### src/hw/rtl/hptt_div.sv
// Restoring 64-bit divider, one quotient bit a cycle, used for the tick advance
// (elapsed time over the interval). No dependencies.
module hptt_div (
	input  logic        clk,
	input  logic        arst_n,
	input  logic        start,
	input  logic [63:0] dividend,
	input  logic [63:0] divisor,
	output logic        done,
	output logic [63:0] quotient
);

	logic [63:0] rem_q;
	logic [63:0] quo_q;
	logic [63:0] d_q;
	logic [6:0]  cnt_q;
	logic        busy_q;
	logic        done_q;
	logic [64:0] t;
	logic        ge;

	always_comb begin
		t  = {rem_q, quo_q[63]};
		ge = t >= {1'b0, d_q};
	end

	always_ff @(posedge clk or negedge arst_n) begin
		if (!arst_n) begin
			busy_q <= 1'b0;
			done_q <= 1'b0;
			cnt_q  <= 7'd0;
		end else begin
			done_q <= 1'b0;
			if (start) begin
				rem_q  <= 64'd0;
				quo_q  <= dividend;
				d_q    <= divisor;
				cnt_q  <= 7'd0;
				busy_q <= 1'b1;
			end else if (busy_q) begin
				rem_q <= ge ? 64'(t - {1'b0, d_q}) : t[63:0];
				quo_q <= {quo_q[62:0], ge};
				cnt_q <= cnt_q + 7'd1;
				if (cnt_q == 7'd63) begin
					busy_q <= 1'b0;
					done_q <= 1'b1;
				end
			end
		end
	end

	assign done     = done_q;
	assign quotient = quo_q;

endmodule

### config.mk
export PLATFORM = sky130hd
export DESIGN_NAME = hptt_div
export DESIGN_NICKNAME = d
export VERILOG_FILES = /design/src/hw/rtl/hptt_div.sv
export SDC_FILE = /design/constraint.sdc
export NUM_CORES = 1
export LEC_CHECK = 0
export ABC_AREA = 1
export BUFFER_PORTS_ARGS = -buffer_cell sky130_fd_sc_hd__buf_2
export CORE_ASPECT_RATIO = 1.25
export CORE_UTILIZATION = 54
export CTS_CLUSTER_DIAMETER = 40
export DETAILED_ROUTE_END_ITERATION = 10
export PLACE_DENSITY = 0.78
export SYNTH_ARGS = -nofsm -noshare
export SYNTH_HDL_FRONTEND = slang
export SYNTH_SLANG_ARGS = --single-unit
### constraint.sdc
create_clock -name clk -period 3.7 [get_ports clk]
set_input_delay 1.11 -clock clk [delete_from_list [all_inputs] [get_ports clk]]
set_output_delay 1.11 -clock clk [all_outputs]
set_load 0.03 [all_outputs]
==> summary.txt <==
Yosys
  • Yosys warnings: 0
  • Sequential area share after synthesis: 40.1%
  • Yosys cell types: 36
  • Syn Inst Count: approximately 2,200
  • Post-Syn Area: 14,900 µm²
  • Syn Area/Cell: 6.83 µm²
  • FF+latch count, synth: 201
  • Post-synth net total: approximately 2,400

Power
  • Sw frac: 37.3%
  • Leakage: just over 9 nW
  • Max VDD drop: 0.400 mV
  • Comb power frac: roughly a third
  • Flop pwr share: 34.6%
  • Int Pwr: around 5.3 mW
  • Total power per unit cell area: 489 nW/µm²
  • Clk network pwr share: a little under a third
  • Psw: ~3.1 mW

Timing
  • Endpoints failing setup: 0
  • Final period util: 87.9%
  • Fin. Hold Viols: 0
  • Max transition margin: 36.5%
  • Unrepaired setup endpoints after global routing: no
  • Worst clock skew: around 19 ps
  • Final min period: 3250 ps
  • Setup_tns: 0 ps
  • Fin. max-slew vios: 0
  • Tightest Pin Transition: between 900 and 1000 ps
  • Fmax: 307 MHz

Cells and area
  • Final Non-Filler Cells: 2,742
  • Layout Nets: 2,573
  • Fillcell total: 2,481
  • Register area: around 6000 µm²
  • Multi-input gate area: between 7000 and 8000 µm²
  • Area Growth Syn to Fin: 14.8%
  • Layout cells sized above 1: 11.6%
  • Number of diodes: 0
  • Most frequent cells in the layout: nand2_1 (928), inv_1 (439), buf_2 (194)
  • Most common cell after layout, fill and taps aside: nand2_1

Global route
  • Grt total ovfl: 0
  • Initial antenna violation count: 0
  • Vias in the first global route: 13,738
  • Pin count of the biggest net entering global routing: 67
  • First-pass GRT wire length: 72,700 µm
  • Global Route Usage Sum: 33.7%

Worst setup path
  • CP delay by family, top: simple AND/OR/NAND/NOR gates
  • CP peak stage delay: 700 ps
  • Crit path launch type: register
  • Worst-path fanout max: 65
  • Worst Setup End Kind: register
  • CP Cell Sequence: ha_1 -> nand2_1 -> inv_1 -> nand2_1 -> nand2_1 -> inv_2 -> nand3_2 -> nand2_1 -> nand2_2 -> nand2_1 -> nand2_2 -> nand2_2 -> buf_4 -> nand3_1 -> nand3_1 -> o21ai_0
  • CP arrival: 3520 ps
  • Critical path buffers and inverters: 3
  • Crit path kind: register to register
  • Crit-path most repeated cell: nand2_1
  • Required @ worst endpoint: approximately 4000 ps
  • Crit-path slowest cell: buf_4

Place
  • Input/output buffers: 195
  • Final GP Congestion: 0.987
  • Inst Count DP: ~2,700
  • Final HPWL DP: 36,900 µm

Die
  • DIE AREA: 28,300 µm²
  • # rows: 67
  • Core area: 27,000 µm²
  • Starting density of the core: 55.3%
  • Chip Width: 151 µm
  • Die Height: 188 µm
  • I/O pins: 196

Status
  • Outcome: completed

Drt
  • DR pass1 iterations: 5
  • Wire per inst: 17.1 µm
  • 1st-iter DRT viols: 927
  • Detailed-route via count: roughly 14,000
  • WL final: 46,900 µm
  • Drc violations: 0
  • Via-to-Cell Ratio: just over 5
  • ANT nets after route: 0

CTS
  • Cts hold-fix bufs: 0
  • Clk sinks: 201
  • CTS buffer count: 27
  • Post-CTS Setup Inserts: 0
  • H-Tree Depth: 1
  • Reg clk slew, reported paths: ~60 ps
  • Clk_lat worst skew: 570 ps
  • CTS Buffer Depth: 3
  • # resized after CTS: 0
  • CTS Root Cell: clkbuf_16
  • CTS tree: done

Worst hold path
  • Hold Crit Class: input port to asynchronous set/reset pin

Flow run
  • Max cap viols: 0
-- area by class of cell --
cell class | instances | area share, %
well taps | 345 | 2.52
inverters | 442 | 9.68
clock buffers | 31 | 4.09
clock inverters | 19 | 1.23
multi-input cells | 1495 | 40.9
flip-flops and latches | 201 | 35.0
repair buffers | 209 | 6.62
-- registers in the layout (all words and copies together) (netlist names) --
name and flops:
busy_q 1, rem_q 64, done 1, quotient 64, d_q 64, cnt_q 7
-- cells in the mapped netlist, drive strengths merged --
cell type / instances / area share [%]
ha: 65 / 5.4
dfrtp: 9 / 1.5
fa: 1 / 0.13
nor4: 3 / 0.13
xnor2: 28 / 1.6
and2: 4 / 0.17
xor2: 4 / 0.23
edfxtp: 192 / 39
inv: 441 / 11
a31oi: 1 / 0.042
nor3: 14 / 0.47
and3: 1 / 0.042
o22ai: 1 / 0.084
a21oi: 52 / 1.8
nand3b: 36 / 1.8
o21ai: 45 / 1.5
nand3: 156 / 5.3
nand4: 15 / 0.63
nor2: 125 / 3.3
clkinv: 1 / 0.025
o21bai: 8 / 0.40
a21o: 3 / 0.15
nand2: 932 / 24
buf: 27 / 1.4
or2: 1 / 0.042
clkbuf: 22 / 0.55
-- power by group through the flow --
stage          Clock (mW)  Sequential [mW]  Combinational [mW]
6_report             2.62             2.90                2.86
5_1_grt              2.73             2.93                3.19
4_1_cts              2.65             2.90                2.84
3_5_place_dp            0             2.94                2.82
3_3_place_gp            0             2.94                2.78
2_1_floorplan           0             3.01                1.91
-- metrics by stage --
stage	hold slack [ps]	worst slack, ps	area (µm²)	utilization [%]	power, mW
5_1_grt	405	260	17100	63.5	8.85
6_report	416	447	17100	63.5	8.38
3_5_place_dp	479	500	16200	60.1	5.76
3_3_place_gp	481	602	16200	60.1	5.72
2_1_floorplan	443	360	14900	-	4.92
4_1_cts	398	478	17100	63.5	8.38
-- metal layers --
| metal | share of wire [%] | track usage, % | vias to the layer above |
|---|---|---|---|
| li1 | - | - | 7124 |
| met2 | 48 | 58.0 | 522 |
| met3 | 6.4 | 4.62 | 87 |
| met4 | 4.1 | 13.9 | 0 |
| met5 | 0 | 0 | - |
| met1 | 41 | 42.0 | 6451 |
-- logic make-up (layout without fill, tap and decap cells) --
family                   count (synthesis)  in the layout  synth area share (%)
buffers and inverters                  491            701                  13.1
AND/OR/NAND/NOR                       1287           1287                  35.4
AO/OA/AOI/OAI                          110            110                  3.96
adder cells (fa/ha/maj)                 66             66                  5.58
XOR/XNOR                                32             32                  1.88
flip-flops                             201            201                  40.1
-- path summary, 6_finish.rpt --
kind / startpoint / end / slack (ps) / cells after the start
max: rem_q[7] / rem_q[18] / 450 / 16
min: arst_n / cnt_q[3] / 420 / 1
max reg2reg: rem_q[7] / rem_q[18] / 450 / 16
min reg2reg: cnt_q[6] / done / 490 / 1
max in group asynchronous: arst_n / cnt_q[1] / 2480 / 2
min in group clk: cnt_q[6] / done / 490 / 1
Power figures use the tool's default switching activity.
