--- config.mk ---
export PLATFORM = sky130hd
export DESIGN_NAME = hptt_hash
export DESIGN_NICKNAME = d
export VERILOG_FILES = /design/src/hw/rtl/hptt_pkg.sv /design/src/hw/rtl/hptt_hash.sv
export SDC_FILE = /design/constraint.sdc
export NUM_CORES = 2
export LEC_CHECK = 0
export ABC_AREA = 1
export BUFFER_PORTS_ARGS = -buffer_cell sky130_fd_sc_hd__clkbuf_2
export CORE_MARGIN = 5
export CORE_UTILIZATION = 55
export CTS_CLUSTER_SIZE = 24
export DETAILED_ROUTE_END_ITERATION = 7
export PLACE_DENSITY = 0.83
export SLEW_MARGIN = 20
export SYNTH_ARGS = -nofsm -noshare
export SYNTH_HDL_FRONTEND = slang
export SYNTH_SLANG_ARGS = --single-unit
--- constraint.sdc ---
create_clock -name clk -period 12.1 [get_ports clk]
set_clock_uncertainty 0.2 [all_clocks]
set_input_delay 3.025 -clock clk [delete_from_list [all_inputs] [get_ports clk]]
set_output_delay 3.025 -clock clk [all_outputs]
set_load 0.005 [all_outputs]
--- src/hw/rtl/hptt_pkg.sv ---
// Shared types, constants and helpers for the hashed periodic timer table.
// Used by hptt_hash and hashed_periodic_timer_table; no dependencies.
package hptt_pkg;

	localparam int unsigned SLOTS_DEF = 64;
	localparam int unsigned MAX_OUT   = 64;
	localparam int unsigned CNT_W     = $clog2(MAX_OUT + 1);
	localparam int unsigned SLOT_O_W  = 6;
	localparam logic [63:0] MIX_C1    = 64'hbf58476d1ce4e5b9;
	localparam logic [63:0] MIX_C2    = 64'h94d049bb133111eb;
	localparam logic [63:0] MS_NS     = 64'd1000000;
	// ceil(2^72 / 15625): (x >> 6) * MS_RECIP >> 72 equals x / 1000000 for any 64-bit x.
	localparam logic [63:0] MS_RECIP  = 64'd302231454903657294;
	localparam logic [31:0] IDLE_WAIT_RST = 32'd1000000;

	typedef enum logic [1:0] {
		FN_SNAP  = 2'd0,
		FN_START = 2'd1,
		FN_SCAN  = 2'd2,
		FN_STOP  = 2'd3
	} func_t;

	typedef enum logic [1:0] {
		KD_SNAP = 2'd0,
		KD_FIRE = 2'd1,
		KD_IDLE = 2'd2,
		KD_STOP = 2'd3
	} kind_t;

	typedef struct packed {
		logic [63:0] key;
		logic [63:0] last_time;
		logic [63:0] ticks;
		logic [63:0] period;
		logic [63:0] due;
		logic        used;
		logic        armed;
	} entry_t;

	function automatic logic [63:0] sat_add(input logic [63:0] a, input logic [63:0] b);
		logic [64:0] s;
		s = {1'b0, a} + {1'b0, b};
		return s[64] ? {64{1'b1}} : s[63:0];
	endfunction

endpackage

--- src/hw/rtl/hptt_hash.sv ---
// Iterative 64-bit finalizer of the token: one 32x32 partial product a cycle.
// Depends on hptt_pkg for the mixing constants.
module hptt_hash (
	input  logic        clk,
	input  logic        arst_n,
	input  logic        start,
	input  logic [63:0] token,
	output logic        done,
	output logic [63:0] value
);

	logic [63:0] v_q;
	logic [63:0] acc_q;
	logic [1:0]  ph_q;
	logic        round_q;
	logic        busy_q;
	logic        done_q;
	logic [63:0] c;
	logic [31:0] opa, opb;
	logic [63:0] prod;
	logic [63:0] acc_n;

	always_comb begin
		c    = round_q ? hptt_pkg::MIX_C2 : hptt_pkg::MIX_C1;
		opa  = (ph_q == 2'd2) ? v_q[63:32] : v_q[31:0];
		opb  = (ph_q == 2'd1) ? c[63:32] : c[31:0];
		prod = {32'b0, opa} * {32'b0, opb};
		if (ph_q == 2'd0) begin
			acc_n = prod;
		end else begin
			acc_n = acc_q + {prod[31:0], 32'b0};
		end
	end

	always_ff @(posedge clk or negedge arst_n) begin
		if (!arst_n) begin
			busy_q  <= 1'b0;
			done_q  <= 1'b0;
			ph_q    <= 2'd0;
			round_q <= 1'b0;
		end else begin
			done_q <= 1'b0;
			if (start) begin
				v_q     <= token ^ (token >> 30);
				ph_q    <= 2'd0;
				round_q <= 1'b0;
				busy_q  <= 1'b1;
			end else if (busy_q) begin
				acc_q <= acc_n;
				if (ph_q == 2'd2) begin
					ph_q <= 2'd0;
					if (!round_q) begin
						v_q     <= acc_n ^ (acc_n >> 27);
						round_q <= 1'b1;
					end else begin
						v_q    <= acc_n ^ (acc_n >> 31);
						busy_q <= 1'b0;
						done_q <= 1'b1;
					end
				end else begin
					ph_q <= ph_q + 2'd1;
				end
			end
		end
	end

	assign done  = done_q;
	assign value = v_q;

endmodule

==> metrics.md <==
| Metric | Value |
|---|---|
| Status | `completed` |
| Pin count of the biggest net entering global routing | `69` |
| Worst setup EP type | `flip-flop` |
| Most used cell, CP | `fa_1` |
| Worst path arrival time | `11.45 ns` |
| Grt total ovfl | `0` |
| Reg2Reg Setup Slack | `0.63 ns` |
| Average size of a mapped cell | `8.29 um^2` |
| Vias | `33758` |
| Synth warnings | `0` |
| Crit-path max FO | `23` |
| Synthesized area | `39800 um^2` |
| Fraction of layout cells with a size suffix above 1 | `8.25%` |
| Fin. Hold Viols | `0` |
| Hold_buf cts | `0` |
| Min cycle time layout | `11.47 ns` |
| Worst reg2reg path depth | `41` |
| Ys async rst share | `3.76%` |
| Main synth FF type | `edfxtp_1` |
| Startpoint Class | `flip-flop` |
| DR vias/cell | `5.74` |
| Yosys cell types | `48` |
| Max-cap violations | `0` |
| Syn-to-layout area delta | `6.64%` |
| Total CTS buffers | `17` |
| CTS H-tree depth | `4` |
| Fin Setup TNS | `0 ns` |
| Post-detail-place hpwl | `135 mm` |
| Post-synthesis net count | `6052` |
| Clock transition at path regs | `0.07 ns` |
| CTS tree | `built` |
| Number of flops mapped to enable cells by yosys | `128` |
| Tightest Hold Check Type | `flip-flop to flip-flop` |
| Pre-Repair DR Iteration Count | `8` |
| Hold path depth | `2` |
| Die area | `77800 um^2` |
| Hold Path End | `acc_q[2]` |
| Final setup fails | `0` |
| Core area | `71600 um^2` |
| Io pins | `132` |
| Clk Latency, worst-skew pair | `0.44 ns` |
| Initial Utilization | `55.6%` |
| Count leader, synth | `inv_1` |
| GRT Util Overall | `39.9%` |
| Port-buffer cells | `131` |
| RSZ-0062 raised after global routing | `false` |
| Complex-gate fraction of the synthesized area | `5.27%` |
| Post-synthesis adder-cell area fraction | `52.4%` |
| Required time of the critical path | `12.08 ns` |
| Largest family of logic cells by synthesized area | `adder cells` |
| CP delay by family, top | `adder cells` |
| Largest area contributor in the netlist | `fa_1` |
| Worst slew margin | `30.3%` |
| Routability-driven placement congestion ratio | `1.09` |
| CP bufs+invs | `10` |
| Die W | `279 um` |
| Initial antenna violation count | `4` |
| Routed Antenna Nets | `0` |
| Xor and xnor area share after synthesis | `1.10%` |
| Area contributors post-synth | `fa_1, ha_1, inv_1, edfxtp_1, nand2_1` |
| Largest stage delay, worst path | `0.59 ns` |
| Mux contribution to synthesized area | `0%` |
| Post-synthesis simple-gate area fraction | `18.1%` |
| Tcrit/Tclk final | `94.8%` |
| Row cnt | `98` |
| Top cells by count, synth | `inv_1, fa_1, nand2_1` |
| Max Fclk | `0.0872 GHz` |
| Startpoint of the worst hold path | `acc_q[2]` |
| Synth Instances | `4802` |
| R2R Path Start | `ph_q[1]` |
| Post-CTS setup buffers | `0` |
| Number of max-slew violations in the final report | `0` |
| Wire per inst | `26.1 um` |
| Post-CTS Resized | `0` |
| Reg2reg end | `value[24]` |
| Die height | `279 um` |
| Slowest stage cell on the critical path | `fa_1` |
| DRC viols | `0` |
| Starting DRT DRC Count | `3794` |
| Seq/Total Area, Yosys | `9.98%` |
| Vias in the first global route | `35771` |
| Clock Sinks | `133` |
| Slew @ Worst Pin | `1.04 ns` |
| First-pass GRT wire length | `228 mm` |
| Final wirelength | `154 mm` |
| Yosys top cell area share | `40.5%` |
| WS Path Type | `flip-flop to flip-flop` |
| Final #Nets | `6170` |
| Clock Path Buffers | `2` |
| Root Buffer | `clkbuf_16` |
| #FFs+latches synth | `133` |
tightest hold or removal path, cell delays in order (launching register included):
cell	delay (ns)
edfxtp_1	0.32
nand2_1	0.05
nand2_1	0.08
logic make-up (layout without fill, tap and decap cells):
group / Yosys count / after routing
and+or+nand+nor: 1704 / 1704
DFF: 133 / 133
adders and majority gates: 1183 / 1183
xor gates and xnor gates: 49 / 49
AOI/OAI and AO/OA: 365 / 365
buffers and inverters: 1367 / 1498
other: 1 / 3
metrics by stage:
step / utilization (%) / setup slack, ns / hold slack, ns / area [um^2] / instances
global placement: 58.4 / 0.929 / 0.343 / 41800 / 5851
global route: 59.2 / 0.282 / 0.394 / 42400 / 5883
detailed placement: 58.4 / 0.856 / 0.353 / 41800 / 5851
finish: 59.3 / 0.632 / 0.366 / 42400 / 5885
floorplan: - / 3.03 / 0.315 / 39800 / 4802
CTS: 59.2 / 0.798 / 0.367 / 42400 / 5883
metal layers:
layer	share of wire (%)	GRT usage [%]
met2	45	62.6
met1	37	50.8
met5	0.021	0
met3	11	11.2
met4	7.0	20.9
final cells by class:
cell class                 count  area, um^2
clock inverter                15         189
timing repair buffer         217        1330
tap                          950        1190
inverter                    1249        4690
fill                        6564       29200
clock buffer                  17         425
multi-input combinational   3302       30600
sequential                   133        3970
antenna                        2        5.00
registers in the layout, summed over array words and instances (netlist names):
| name | count |
|---|---|
| acc_q | 64 |
| busy_q | 1 |
| round_q | 1 |
| ph_q | 2 |
| done | 1 |
| value | 64 |
worst max-delay path by stage:
stage             from        end  slack (ns)  depth (start not counted)
2_1_floorplan  ph_q[1]  value[36]        3.03                         45
3_3_place_gp   ph_q[1]  value[24]        0.93                         46
3_5_place_dp   ph_q[1]  value[24]        0.86                         41
4_1_cts        ph_q[1]  value[24]        0.80                         41
5_1_grt        ph_q[1]  value[24]        0.28                         41
6_report       ph_q[1]  value[24]        0.63                         41
placed cells by master (no fill, tap or decap), types with 8 or more instances in the layout:
master and count:
a21o_1 11, a21oi_1 132, buf_4 84, clkbuf_16 17
clkbuf_2 130, edfxtp_1 128, fa_1 805, ha_1 378
inv_1 1225, inv_2 19, nand2_1 762, nand2_2 22
nand3_1 257, nand3_2 15, nand3b_1 17, nand4_1 19
nor2_1 515, nor2_2 18, nor3_1 20, o21ai_0 116
o21ai_1 33, o21ai_2 15, o21bai_1 24, o22ai_1 8
or2_2 46, xor2_1 41
Power is left out: the tool's default activity adds up to more than one toggle a clock period on the data nets, which glitch-free logic cannot reach.
